## src/rtl/lslh_pkg.sv

```systemverilog
package lslh_pkg;

    localparam int FRAME_BYTES = 40;
    localparam int ADDR_W      = $clog2(FRAME_BYTES);

    localparam logic [7:0] SRC_MODULE = 8'hA0;
    localparam logic [7:0] SRC_LOCK   = 8'hB0;
    localparam logic [7:0] SRC_LOCK1  = 8'hB1;
    localparam logic [7:0] SRC_REPLY  = 8'hA1;

    localparam logic [7:0] CMD_STATUS = 8'h11;
    localparam logic [7:0] CMD_LOCK   = 8'h10;
    localparam logic [7:0] CMD_EVENT  = 8'h30;
    localparam logic [7:0] CMD_ACK    = 8'h33;
    localparam logic [7:0] CMD_INFO   = 8'h37;
    localparam logic [7:0] CMD_DISC   = 8'h44;

    localparam logic [7:0] EV_JAM      = 8'h09;
    localparam logic [7:0] EV_PIN      = 8'h13;
    localparam logic [7:0] EV_USER     = 8'h15;
    localparam logic [7:0] EV_SELF_L   = 8'h18;
    localparam logic [7:0] EV_SELF_U   = 8'h19;
    localparam logic [7:0] EV_TIMEOUT  = 8'h1B;
    localparam logic [7:0] EV_NFC      = 8'h90;
    localparam logic [7:0] EV_LOW_BATT = 8'hA7;

    localparam logic [19:0] IDLE_MAX   = 20'hFFFFF;
    localparam logic [19:0] IDLE_RST   = 20'd10000;
    localparam logic [31:0] STAT_RST   = 32'd1800000000;

    typedef enum logic [1:0] {OP_BYTE = 2'd0, OP_TICK = 2'd1, OP_CMD = 2'd2} op_t;

    typedef enum logic [2:0] {
        K_TX = 3'd0, K_STATUS = 3'd1, K_EVENT = 3'd2, K_BATT = 3'd3, K_ERROR = 3'd4
    } kind_t;

    typedef enum logic [2:0] {
        E_OVERFLOW = 3'd0, E_SHORT = 3'd1, E_CHECKSUM = 3'd2, E_SIZE = 3'd3,
        E_SOURCE = 3'd4, E_EVENT = 3'd5, E_COMMAND = 3'd6
    } err_t;

    typedef enum logic [1:0] {LS_LOCKED = 2'd0, LS_UNLOCKED = 2'd1, LS_JAMMED = 2'd2} lstate_t;

    typedef enum logic [2:0] {
        ES_NONE = 3'd0, ES_PIN = 3'd1, ES_USER = 3'd2, ES_SELF = 3'd3,
        ES_TIMEOUT = 3'd4, ES_NFC = 3'd5
    } esrc_t;

    localparam int CFG_IDLE = 0;
    localparam int CFG_STAT = 1;

    typedef struct packed {
        logic [2:0] kind;
        logic [7:0] tx_byte;
        logic       last_byte;
        logic [1:0] lock_state;
        logic [2:0] event_source;
        logic [7:0] slot;
        logic [2:0] error_code;
    } res_t;

    function automatic res_t report(kind_t k, lstate_t ls, esrc_t es, logic [7:0] sl,
                                    err_t e);
        res_t r;
        r.kind         = k;
        r.tx_byte      = 8'h00;
        r.last_byte    = 1'b0;
        r.lock_state   = ls;
        r.event_source = es;
        r.slot         = sl;
        r.error_code   = e;
        return r;
    endfunction

endpackage

```

## src/rtl/lslh_ram.sv

```systemverilog
module lslh_ram #(
    parameter int WIDTH = 8,
    parameter int DEPTH = 40
) (
    input  logic                     clk,
    input  logic                     we,
    input  logic [$clog2(DEPTH)-1:0] waddr,
    input  logic [WIDTH-1:0]         wdata,
    input  logic                     re,
    input  logic [$clog2(DEPTH)-1:0] raddr,
    output logic [WIDTH-1:0]         rdata
);

    logic [WIDTH-1:0] mem [DEPTH];

    always_ff @(posedge clk)
    begin
        if (we)
        begin
            mem[waddr] <= wdata;
        end
        if (re)
        begin
            rdata <= mem[raddr];
        end
    end

endmodule

```

## src/rtl/lock_serial_link_handler.sv

```systemverilog
// Serial link handler for a smart lock.
// Input channel s_*: one item per handshake. s_tuser carries the op: a byte
// received from the lock, one time tick, or a lock/unlock request. Received
// bytes are written into a 40-entry frame RAM.
// Output channel m_*: one result item per handshake: a transmit byte (m_tlast
// on the final byte of an outgoing frame) or a status, lock event, low
// battery or error report.
// Flow: a byte or an ignored op is taken in S_IDLE, a plain tick also passes S_STAT. A tick that closes
// a frame walks the frame RAM one entry a cycle, read pipelined behind the
// address, then passes S_DRAIN and S_CHECK before any result items. An
// outgoing frame goes out one byte per cycle while m_tready allows (5 or 6 bytes). The
// frame RAM has a separate write and read port; the block holds one item at a time.
// s_tready is low while an item still has results to deliver.
// Receiver stall: m_tvalid holds with its data until m_tready; the sequencer
// waits before loading the next result, so nothing is dropped.
// Reset (rst_n low, async): counters, frame length and the discovered flag
// clear, registers take their defaults; the RAM is not cleared and needs no
// clearing pass.
// Configuration: cfg_we with cfg_index 0 (idle timeout) or 1 (status interval).
module lock_serial_link_handler (
    input  logic        clk,
    input  logic        rst_n,
    input  logic        s_tvalid,
    output logic        s_tready,
    input  logic [15:0] s_tdata,   // rx_byte[7:0], want_unlock[8], zero fill
    input  logic [1:0]  s_tuser,   // op[1:0]
    output logic        m_tvalid,
    input  logic        m_tready,
    output logic [23:0] m_tdata,   // tx_byte, lock_state, event_source, slot, error_code
    output logic [2:0]  m_tuser,   // kind[2:0]
    output logic        m_tlast,   // last_byte
    input  logic        cfg_we,
    input  logic        cfg_index,
    input  logic [31:0] cfg_data
);
    import lslh_pkg::*;

    typedef enum logic [2:0] {
        S_IDLE, S_WALK, S_DRAIN, S_CHECK, S_REPORT, S_SEND, S_STAT
    } state_t;

    state_t            state_reg;
    logic [19:0]       idle_to_reg;
    logic [31:0]       stat_iv_reg;
    logic [ADDR_W-1:0] len_reg;
    logic [ADDR_W-1:0] flen_reg;
    logic [19:0]       idle_cnt_reg;
    logic [31:0]       stat_cnt_reg;
    logic              found_reg;
    logic              chk_reg;
    logic [ADDR_W-1:0] addr_reg;
    logic [ADDR_W-1:0] last_reg;
    logic              rd_v_reg;
    logic [ADDR_W-1:0] rd_i_reg;
    logic [7:0]        xor_reg;
    logic [7:0]        hdr_reg [6];
    res_t              res_reg;
    logic [7:0]        f_cmd_reg, f_src_reg, f_cnt_reg, f_pay_reg, f_x_reg;
    logic              f_size_reg;
    logic [2:0]        idx_reg;
    logic              m_v_reg;
    res_t              m_reg;

    logic              accept, can_load, out_load, ram_we, ram_re;
    logic [7:0]        rdata, sbyte;
    logic [2:0]        f_last;
    logic [19:0]       idle_inc;
    logic [31:0]       stat_inc;
    logic [8:0]        want_len;
    res_t              tx_res;

    assign s_tready = (state_reg == S_IDLE);
    assign accept   = s_tvalid && s_tready;
    assign can_load = !m_v_reg || m_tready;
    assign out_load = can_load && (state_reg == S_REPORT || state_reg == S_SEND);
    assign ram_we   = accept && (s_tuser == OP_BYTE);
    assign ram_re   = (state_reg == S_WALK);
    assign idle_inc = (idle_cnt_reg == IDLE_MAX) ? idle_cnt_reg : idle_cnt_reg + 20'd1;
    assign stat_inc = (stat_cnt_reg == '1) ? stat_cnt_reg : stat_cnt_reg + 32'd1;
    assign f_last   = {2'b10, f_size_reg};
    assign want_len = {1'b0, hdr_reg[3]} + 9'd5;

    always_comb
    begin
        case (idx_reg)
            3'd0:    sbyte = f_cmd_reg;
            3'd1:    sbyte = f_src_reg;
            3'd2:    sbyte = f_cnt_reg;
            3'd3:    sbyte = {7'd0, f_size_reg};
            default: sbyte = f_pay_reg;
        endcase
        if (idx_reg == f_last)
        begin
            sbyte = f_x_reg;
        end
    end

    // transmit item for the current frame byte
    always_comb
    begin
        tx_res           = report(K_TX, LS_LOCKED, ES_NONE, 8'h00, E_OVERFLOW);
        tx_res.tx_byte   = sbyte;
        tx_res.last_byte = (idx_reg == f_last);
    end

    lslh_ram #(.WIDTH(8), .DEPTH(FRAME_BYTES)) u_store (
        .clk   (clk),
        .we    (ram_we),
        .waddr (len_reg),
        .wdata (s_tdata[7:0]),
        .re    (ram_re),
        .raddr (addr_reg),
        .rdata (rdata)
    );

    always_ff @(posedge clk or negedge rst_n)
    begin
        if (!rst_n)
        begin
            state_reg    <= S_IDLE;
            idle_to_reg  <= IDLE_RST;
            stat_iv_reg  <= STAT_RST;
            len_reg      <= '0;
            idle_cnt_reg <= '0;
            stat_cnt_reg <= '0;
            found_reg    <= 1'b0;
            chk_reg      <= 1'b0;
            rd_v_reg     <= 1'b0;
            m_v_reg      <= 1'b0;
        end
        else
        begin
            if (cfg_we)
            begin
                if (cfg_index == 1'(CFG_IDLE))
                    idle_to_reg <= cfg_data[19:0];
                else
                    stat_iv_reg <= cfg_data;
            end
            if (m_v_reg && m_tready && !out_load)
                m_v_reg <= 1'b0;

            // read pipeline: data for rd_i_reg lands in the cycle after its address
            rd_v_reg <= ram_re;
            rd_i_reg <= addr_reg;
            if (rd_v_reg)
            begin
                if (rd_i_reg < flen_reg)
                    xor_reg <= xor_reg ^ rdata;
                if (rd_i_reg < ADDR_W'(6))
                    hdr_reg[rd_i_reg[2:0]] <= rdata;
            end

            unique case (state_reg)
                S_IDLE:
                begin
                    if (accept)
                    begin
                        chk_reg <= (s_tuser == OP_TICK);
                        unique case (s_tuser)
                            OP_BYTE:
                            begin
                                if (len_reg == ADDR_W'(FRAME_BYTES - 1))
                                begin
                                    len_reg   <= '0;
                                    res_reg   <= report(K_ERROR, LS_LOCKED, ES_NONE, 8'h00,
                                                        E_OVERFLOW);
                                    state_reg <= S_REPORT;
                                end
                                else
                                begin
                                    len_reg      <= len_reg + ADDR_W'(1);
                                    idle_cnt_reg <= '0;
                                end
                            end
                            OP_TICK:
                            begin
                                idle_cnt_reg <= idle_inc;
                                stat_cnt_reg <= stat_inc;
                                if (len_reg != '0 && idle_inc > idle_to_reg)
                                begin
                                    len_reg  <= '0;
                                    flen_reg <= len_reg;
                                    if (len_reg < ADDR_W'(5))
                                    begin
                                        res_reg   <= report(K_ERROR, LS_LOCKED, ES_NONE,
                                                            8'h00, E_SHORT);
                                        state_reg <= S_REPORT;
                                    end
                                    else
                                    begin
                                        // walk at least through entry 5 for the slot
                                        addr_reg  <= '0;
                                        last_reg  <= (len_reg > ADDR_W'(6)) ?
                                                     len_reg - ADDR_W'(1) : ADDR_W'(5);
                                        xor_reg   <= 8'h00;
                                        state_reg <= S_WALK;
                                    end
                                end
                                else
                                begin
                                    state_reg <= S_STAT;
                                end
                            end
                            OP_CMD:
                            begin
                                f_cmd_reg  <= CMD_LOCK;
                                f_src_reg  <= SRC_MODULE;
                                f_cnt_reg  <= 8'h00;
                                f_size_reg <= 1'b1;
                                f_pay_reg  <= s_tdata[8] ? 8'h00 : 8'hFF;
                                f_x_reg    <= 8'h00;
                                idx_reg    <= '0;
                                state_reg  <= S_SEND;
                            end
                            default:
                            begin
                                state_reg <= S_IDLE;
                            end
                        endcase
                    end
                end
                S_WALK:
                begin
                    if (addr_reg == last_reg)
                        state_reg <= S_DRAIN;
                    else
                        addr_reg <= addr_reg + ADDR_W'(1);
                end
                S_DRAIN:
                begin
                    state_reg <= S_CHECK;
                end
                S_CHECK:
                begin
                    if (xor_reg != 8'h00)
                    begin
                        res_reg   <= report(K_ERROR, LS_LOCKED, ES_NONE, 8'h00, E_CHECKSUM);
                        state_reg <= S_REPORT;
                    end
                    else if ({3'd0, flen_reg} != want_len)
                    begin
                        res_reg   <= report(K_ERROR, LS_LOCKED, ES_NONE, 8'h00, E_SIZE);
                        state_reg <= S_REPORT;
                    end
                    else if (hdr_reg[1] != SRC_LOCK &&
                             !(hdr_reg[1] == SRC_LOCK1 && hdr_reg[0] == CMD_STATUS))
                    begin
                        res_reg   <= report(K_ERROR, LS_LOCKED, ES_NONE, 8'h00, E_SOURCE);
                        state_reg <= S_REPORT;
                    end
                    else
                    begin
                        found_reg <= 1'b1;
                        case (hdr_reg[0])
                            CMD_STATUS:
                            begin
                                if (hdr_reg[4] == 8'hFF)
                                begin
                                    res_reg   <= report(K_STATUS, LS_LOCKED, ES_NONE, 8'h00,
                                                        E_OVERFLOW);
                                    state_reg <= S_REPORT;
                                end
                                else if (hdr_reg[4] == 8'h00)
                                begin
                                    res_reg   <= report(K_STATUS, LS_UNLOCKED, ES_NONE, 8'h00,
                                                        E_OVERFLOW);
                                    state_reg <= S_REPORT;
                                end
                                else
                                    state_reg <= S_STAT;
                            end
                            CMD_EVENT:
                            begin
                                state_reg <= S_REPORT;
                                case (hdr_reg[4])
                                    EV_JAM:      res_reg <= report(K_EVENT, LS_JAMMED,
                                                     ES_NONE, 8'h00, E_OVERFLOW);
                                    EV_PIN:      res_reg <= report(K_EVENT, LS_UNLOCKED,
                                                     ES_PIN, hdr_reg[5], E_OVERFLOW);
                                    EV_USER:     res_reg <= report(K_EVENT, LS_LOCKED,
                                                     ES_USER, 8'h00, E_OVERFLOW);
                                    EV_SELF_L:   res_reg <= report(K_EVENT, LS_LOCKED,
                                                     ES_SELF, 8'h00, E_OVERFLOW);
                                    EV_SELF_U:   res_reg <= report(K_EVENT, LS_UNLOCKED,
                                                     ES_SELF, 8'h00, E_OVERFLOW);
                                    EV_TIMEOUT:  res_reg <= report(K_EVENT, LS_LOCKED,
                                                     ES_TIMEOUT, 8'h00, E_OVERFLOW);
                                    EV_NFC:      res_reg <= report(K_EVENT, LS_UNLOCKED,
                                                     ES_NFC, hdr_reg[5], E_OVERFLOW);
                                    EV_LOW_BATT: res_reg <= report(K_BATT, LS_LOCKED,
                                                     ES_NONE, 8'h00, E_OVERFLOW);
                                    default:     res_reg <= report(K_ERROR, LS_LOCKED,
                                                     ES_NONE, 8'h00, E_EVENT);
                                endcase
                            end
                            CMD_ACK, CMD_DISC:
                            begin
                                f_cmd_reg  <= hdr_reg[0];
                                f_src_reg  <= SRC_REPLY;
                                f_cnt_reg  <= hdr_reg[2];
                                f_size_reg <= (hdr_reg[0] == CMD_DISC);
                                f_pay_reg  <= 8'h00;
                                f_x_reg    <= 8'h00;
                                idx_reg    <= '0;
                                state_reg  <= S_SEND;
                                if (hdr_reg[0] == CMD_DISC)
                                    stat_cnt_reg <= '1;
                            end
                            CMD_INFO:
                            begin
                                state_reg <= S_STAT;
                            end
                            default:
                            begin
                                res_reg   <= report(K_ERROR, LS_LOCKED, ES_NONE, 8'h00,
                                                    E_COMMAND);
                                state_reg <= S_REPORT;
                            end
                        endcase
                    end
                end
                S_REPORT:
                begin
                    if (can_load)
                    begin
                        m_v_reg   <= 1'b1;
                        m_reg     <= res_reg;
                        state_reg <= chk_reg ? S_STAT : S_IDLE;
                    end
                end
                S_SEND:
                begin
                    if (can_load)
                    begin
                        m_v_reg <= 1'b1;
                        m_reg   <= tx_res;
                        f_x_reg <= f_x_reg ^ sbyte;
                        if (idx_reg == f_last)
                            state_reg <= chk_reg ? S_STAT : S_IDLE;
                        else
                            idx_reg <= idx_reg + 3'd1;
                    end
                end
                S_STAT:
                begin
                    chk_reg <= 1'b0;
                    if (found_reg && stat_cnt_reg > stat_iv_reg)
                    begin
                        stat_cnt_reg <= '0;
                        f_cmd_reg    <= CMD_STATUS;
                        f_src_reg    <= SRC_MODULE;
                        f_cnt_reg    <= 8'h00;
                        f_size_reg   <= 1'b0;
                        f_pay_reg    <= 8'h00;
                        f_x_reg      <= 8'h00;
                        idx_reg      <= '0;
                        state_reg    <= S_SEND;
                    end
                    else
                    begin
                        state_reg <= S_IDLE;
                    end
                end
                default:
                begin
                    state_reg <= S_IDLE;
                end
            endcase
        end
    end

    assign m_tvalid = m_v_reg;
    assign m_tuser  = m_reg.kind;
    assign m_tlast  = m_reg.last_byte;
    assign m_tdata  = {m_reg.error_code, m_reg.slot, m_reg.event_source,
                       m_reg.lock_state, m_reg.tx_byte};

    a_len_range: assert property (@(posedge clk) disable iff (!rst_n)
        len_reg < ADDR_W'(FRAME_BYTES))
        else $error("frame length out of range");

    a_overflow: assert property (@(posedge clk) disable iff (!rst_n)
        (accept && s_tuser == OP_BYTE && len_reg == ADDR_W'(FRAME_BYTES - 1))
        |=> (state_reg == S_REPORT && len_reg == '0))
        else $error("overflow not reported");

    a_send_idx: assert property (@(posedge clk) disable iff (!rst_n)
        (state_reg == S_SEND) |-> (idx_reg <= f_last))
        else $error("send index past frame end");

    a_no_load_stall: assert property (@(posedge clk) disable iff (!rst_n)
        (m_v_reg && !m_tready) |=> m_v_reg)
        else $error("result dropped under stall");

endmodule
```

## config.mk

```make
export PLATFORM = sky130hd
export DESIGN_NAME = lock_serial_link_handler
export DESIGN_NICKNAME = d
export VERILOG_FILES = /design/src/rtl/lslh_pkg.sv /design/src/rtl/lslh_ram.sv /design/src/rtl/lock_serial_link_handler.sv
export SDC_FILE = /design/constraint.sdc
export NUM_CORES = 1
export LEC_CHECK = 0
export ABC_AREA = 1
export BUFFER_PORTS_ARGS = -buffer_cell sky130_fd_sc_hd__buf_2
export CAP_MARGIN = 20
export CORE_MARGIN = 3
export CORE_UTILIZATION = 60
export CTS_BUF_LIST = sky130_fd_sc_hd__clkbuf_4 sky130_fd_sc_hd__clkbuf_8 sky130_fd_sc_hd__clkbuf_16
export DETAILED_ROUTE_END_ITERATION = 6
export GPL_TIMING_DRIVEN = 0
export PLACE_DENSITY = 0.77
export SYNTH_ARGS = -nofsm -noshare
export SYNTH_HDL_FRONTEND = slang
export SYNTH_SLANG_ARGS = --single-unit
```

## constraint.sdc

```tcl
create_clock -name clk -period 9.45 [get_ports clk]
set_clock_uncertainty 0.1 [all_clocks]
set_input_delay 1.89 -clock clk [delete_from_list [all_inputs] [get_ports clk]]
set_output_delay 1.89 -clock clk [all_outputs]
set_load 0.02 [all_outputs]
```

Word-level counts from Yosys, hierarchy flattened

Memory sizes are Yosys's and may differ from the RTL's. A register that Yosys moved wholly into a read port is not among the register bits.
Index checks and enable logic that the tools add are counted.

Word-level logic and storage cells: 291
Bits in registers: 249
Memories kept: 2
Output and inout bits: 30
Memory bits (writable): 368
Input bits: 56

Memory list:

| memory      | words | width | read ports | clocked after memory_dff | write ports | line                           | RTL |
|---|---|---|---|---|---|---|---|
| u_store.mem | 40    | 8     | 1          | 1                        | 1           | lslh_ram.sv:14                 | `logic [WIDTH-1:0] mem [DEPTH];` |
| hdr_reg     | 6     | 8     | 6          | 0                        | 1           | lock_serial_link_handler.sv:56 | `logic [7:0] hdr_reg [6];` |

Eq/ne operators: 59
Add/sub/neg operators: 7
Muxes and demuxes: 127
Reduce and logical (&&, ||, !) cells: 47
Magnitude comparators: 6
Bitwise logic cells: 7

Operators by type and width:

| operator                                             | count |
|---|---|
| two-way mux 28 bit                                   | 11 |
| two-way mux 8 bit                                    | 37 |
| two-way mux 32 bit                                   | 9 |
| one-hot mux 28 bit (8 select lines)                  | 1 |
| one-hot mux 28 bit (2 select lines)                  | 3 |
| one-hot mux 32 bit (3 select lines)                  | 1 |
| one-hot mux 8 bit (3 select lines)                   | 4 |
| one-hot mux 28 bit (3 select lines)                  | 1 |
| two-way mux 3 bit                                    | 22 |
| one-hot mux 8 bit (4 select lines)                   | 2 |
| equality test 8 x 5 -> 1 bit (second input constant) | 6 |
| two-way mux 6 bit                                    | 7 |
| two-way mux 20 bit                                   | 2 |
| one-hot mux 20 bit (2 select lines)                  | 1 |
| adder 32 x 1 -> 32 bit (second input constant)       | 1 |
| equality test 32 bit (second input constant)         | 1 |
| equality test 8 bit (second input constant)          | 4 |
| > comparator 32 bit                                  | 1 |
| != test 2 bit (second input constant)                | 14 |
| equality test 8 x 6 -> 1 bit (second input constant) | 3 |
| one-hot mux 6 bit (2 select lines)                   | 2 |
| one-hot mux 3 bit (7 select lines)                   | 1 |
| adder 20 x 1 -> 20 bit (second input constant)       | 1 |
| equality test 20 bit (second input constant)         | 1 |
| other kinds (54)                                     | 117 |

Longest topological paths before layout

An unclocked memory read counts as a cell.

Depth after elaboration: 9
Gate-level depth with buffers: 27
Mapped depth without buffers: 27

Cells and area by module

Synthesis repeated with hierarchy kept, for this count alone.

Cells, all modules: 2,884
Area total of the unflattened synthesis: 28,673.8 um2

Modules (own cells, without submodules):

| module                   | cells an instance | times used | seq. area each (um2) | area each (um2) |
|---|---|---|---|---|
| lock_serial_link_handler | 1,790             | 1          | 7,663.6              | 15,371.0 |
| lslh_ram                 | 1,094             | 1          | 9,849.4              | 13,302.8 |

Worst setup path after synthesis

OpenSTA, ideal clock, no wires.

Path kind: input to register
From: input rst_n
To: register m_reg, in the netlist m_tdata[0], enable pin
Required time: 8.902 ns
Arrival time: 3.939 ns
Setup slack: 4.963 ns
Path buffers: 0
Cell stages on the path: 2
Cells stage by stage: inv_1 -> nor3_1

Word-level cells in the longest chain between the ends: 1

Ends and longest elaborated chain:

| element                              | line                            | RTL |
|---|---|---|
| from (decl)                          | lock_serial_link_handler.sv:22  | `input logic rst_n,` |
| AND reduction 4 bit (no source line) | n/a                             |  |
| to (signal assigned)                 | lock_serial_link_handler.sv:328 | `m_reg <= res_reg;` |
| to (signal assigned)                 | lock_serial_link_handler.sv:337 | `m_reg <= tx_res;` |
| to (decl)                            | lock_serial_link_handler.sv:62  | `res_t m_reg;` |

Every way passes these cells.
A chain may end at the register's enable or synchronous reset.

Final worst setup path

From: register idle_cnt_reg[2]
To: register res_reg[6] (netlist name), enable pin

Word-level cells in the longest chain between the ends: 6
Elaborated cells between the ends (all ways): 7
Those cells by class: 1 x add/sub; 1 x order compare; 2 x eq/ne; 1 x mux; 2 x reduce/logical

Ends and longest elaborated chain:

| element                                                        | line                            | RTL |
|---|---|---|
| from (decl)                                                    | lock_serial_link_handler.sv:47  | `logic [19:0] idle_cnt_reg;` |
| from (signal assigned)                                         | lock_serial_link_handler.sv:178 | `idle_cnt_reg <= idle_inc;` |
| adder 20 x 1 -> 20 bit or equality test 20 bit (tied branches) | lock_serial_link_handler.sv:78  | `assign idle_inc = (idle_cnt_reg == IDLE_MAX) ? idle_cnt_reg : idle_cnt_reg + 20'd1;` |
| two-way mux 20 bit *                                           | lock_serial_link_handler.sv:78  |  |
| > comparator 20 bit *                                          | lock_serial_link_handler.sv:180 | `if (len_reg != '0 && idle_inc > idle_to_reg)` |
| logical AND 1 bit *                                            | lock_serial_link_handler.sv:180 |  |
| != test 3 x 2 -> 1 bit (no source line) *                      | n/a                             |  |
| AND reduction 9 bit (no source line) *                         | n/a                             |  |
| to (signal assigned)                                           | lock_serial_link_handler.sv:166 | `res_reg <= report(K_ERROR, LS_LOCKED, ES_NONE, 8'h00,` |
| to (signal assigned)                                           | lock_serial_link_handler.sv:186 | `res_reg <= report(K_ERROR, LS_LOCKED, ES_NONE,` |
| to (signal assigned)                                           | lock_serial_link_handler.sv:238 | `res_reg <= report(K_ERROR, LS_LOCKED, ES_NONE, 8'h00, E_CHECKSUM);` |
| to (decl)                                                      | lock_serial_link_handler.sv:57  | `res_t res_reg;` |

Every way passes the cells marked *; elsewhere a longest branch is shown, timed or not.

==> impl_metrics.toml <==
[synth]
ys.flop_type = "edfxtp_1"
post-synth-top-area-fraction_pct = 52.0
synth_area_leaders = "edfxtp_1 (52%), dfrtp_1 (8.9%), nand2_1 (7.1%)"
synth_most_common_cell = "nand2_1"
synthDistinctLibCells = 49
ys_ff_latch = 602
synth_fp_nets = 2918
synth_commonest_cells = "nand2_1 (528), edfxtp_1 (485), nor2_1 (418), inv_1 (282), o21ai_0 (261)"
yosysWarningCount = 0
synth_edf_count = 485
async_flop_share_pct = 19.4
synth_top_cell_by_area = "edfxtp_1"
syn_area_per_cell_um2 = 10.0
syn_area_um2 = 28000
synthCells = 2792
ys_seq_area_share_pct = 62.6

[finish]
nets = 3072
post-route-util_pct = 68.6
largest_reg_flops = 320
stdcell_count = 3596
fillCellCount = 3412
areaGrowthSynthToFinish_pct = 12.2
layout-drive-gt1-share_pct = 8.95

[worst_setup_path]
path_cells = "inv_2, nor3_1, nand4_1, nor2_1, nand2_1, nor3_1, or2_2, nand2_1, ha_1, nand2_1, nor2_1, nand2_1, nor2_1, nand2_1, nand3_1, nand2_1, nand2_1, nand2_1, nand2_1, nand3_1, nor2_2"
path_class = "reg2reg"
start_kind = "flop"
crit_slowest_cell = "nor2_2"
end_kind = "flop"
slowest_delay_ns = 0.73
crit_top_cell = "nand2_1"
crit_arrival_ns = 4.78
critPathMaxFanout = 19
required_ns = 9.60

[timing]
setup_tns_ns = 0
max_slew_margin_pct = 24.9
fin_crit_sh_pct = 49.0
tightest_slew_ns = 1.12
drv_slew = 0
final_hold_viol_count = 0
rsz0062_at_grt = "no"
fmax_ghz = 0.216
setup_viol = 0
period_needed_ns = 4.63
setup_ws_ns = 4.82

[clock_tree]
cts_setup_buffers = 0
h-tree-depth = 2
cts-root-buf = "clkbuf_16"
cts_tree = "built"
cts_hold_buf = 0
cts-buffers-inserted = 59
clk_latency_ns = 0.65
cts.sinks = 602
clkSlewWorstSetupHoldPaths_ns = 0.06
post_cts_resized = 0
clockBufferDepth = 3

[floorplanning]
pin_count = 86
coreArea_um2 = 45800
start_util_pct = 61.1
die-area_um2 = 49300
die_w_um = 222
rows = 78
fp.dieH_um = 222

[run]
maxCapViolations = 0

[pwr]
p_leak_uw = 0.0127
total_power_uw = 7350
ir_drop_v = 0.000172
power_density_nw_per_um2 = 234

[route]
wire_per_inst_um = 21.1
vias = 21300
ant_nets = 0
firstDrtPassIters = 6
drtIter0Drc = 2368
vias_per_cell = 5.91
drc = 0
drt_wl_total_um = 76000

[place]
gp_congestion = 0.967
pre_cts_slack_ns = 4.33
port_buffers = 78
dp_hpwl_um = 52800
dp_cells = 3479

[grt]
grt_antenna_before_repair = 2
grt.overflow.total = 0
grt_pass1_vias = 20500
grt_max_degree = 72
grt_usage_pct = 30.5
grt_pass1_wl_um = 116000

[run_status]
status = "completed"

[hold_path]
hold_class = "reg2reg"
layout make-up:
cell class	instances	area (um^2)	share of cell area, %
Inverter	299	1120	3.58
Multi-Input combinational cell	1783	8920	28.4
Clock buffer	89	1820	5.79
Antenna cell	1	2.50	0.00797
Sequential cell	602	17500	55.8
Timing Repair Buffer	93	529	1.69
Buffer	108	444	1.41
Tap cell	600	751	2.39
Clock inverter	21	293	0.933
kinds of logic (layout without fill, tap and decap cells):
logic type      Yosys count  after routing  share of synthesized area (%)
other cells               0              1                              0
xor+xnor                 48             48                           1.50
fa+ha+maj                70             70                           3.13
mux                       8              8                          0.286
compound gates          496            496                           9.80
buf+inv                 407            610                           5.60
flops                   602            602                           62.6
simple gates           1161           1161                           17.1
cells in the final DEF (no fill, tap or decap), drive strengths merged, types with 3 or more instances in the layout:
| cell | count |
|---|---|
| nor4 | 9 |
| nand2 | 529 |
| ha | 70 |
| nor3b | 4 |
| buf | 109 |
| nor3 | 49 |
| bufinv | 6 |
| inv | 294 |
| clkinv | 17 |
| mux2i | 8 |
| clkbuf | 181 |
| edfxtp | 485 |
| o21ai | 278 |
| o31ai | 6 |
| o211ai | 20 |
| nand4 | 61 |
| clkinvlp | 3 |
| xor2 | 35 |
| dfrtp | 100 |
| a22o | 7 |
| a21oi | 78 |
| nand3 | 75 |
| nor2 | 426 |
| a31oi | 3 |
| dfstp | 17 |
| or2 | 4 |
| a21boi | 3 |
| xnor2 | 13 |
| o22ai | 87 |
worst max-delay path, delay by kind of cell (launching register included):
family / cells / cell delay, ns
flops: 1 / 0.39
buf+inv: 1 / 0.07
simple gates: 19 / 3.32
fa+ha+maj: 1 / 0.35
stage by stage:
stage	hold slack (ns)	area [um^2]
6_report	0.350	31400
5_1_grt	0.365	31400
4_1_cts	0.351	31400
3_5_place_dp	0.335	29200
3_3_place_gp	0.331	29100
2_1_floorplan	0.322	28000
worst paths after layout:
kind                            startpoint              end  slack (ns)  cells after the start
hold / removal                  len_reg[5]      flen_reg[5]        0.35                      0
hold reg to reg                 len_reg[5]      flen_reg[5]        0.35                      0
setup / recovery           idle_cnt_reg[2]       res_reg[6]        4.82                     21
min in group asynchronous            rst_n  stat_iv_reg[23]        1.14                      1
setup reg to reg           idle_cnt_reg[2]       res_reg[6]        4.82                     21
max in group asynchronous            rst_n  idle_to_reg[10]        7.31                      2
report_power, final:
part | internal, uW | switching [uW]
Clock | 1490 | 1000
Sequential | 3140 | 187
Combinational | 467 | 1060
Total | 5100 | 2250
per-layer routing:
layer,vias up,global-route usage [%],wire (um)
met1,10200,40.2,29600
met3,191,4.37,6340
met5,-,0,13
li1,9872,-,-
met2,1041,51.8,37100
met4,2,11.8,2940
Note: power is estimated with default switching activity, not from simulation.
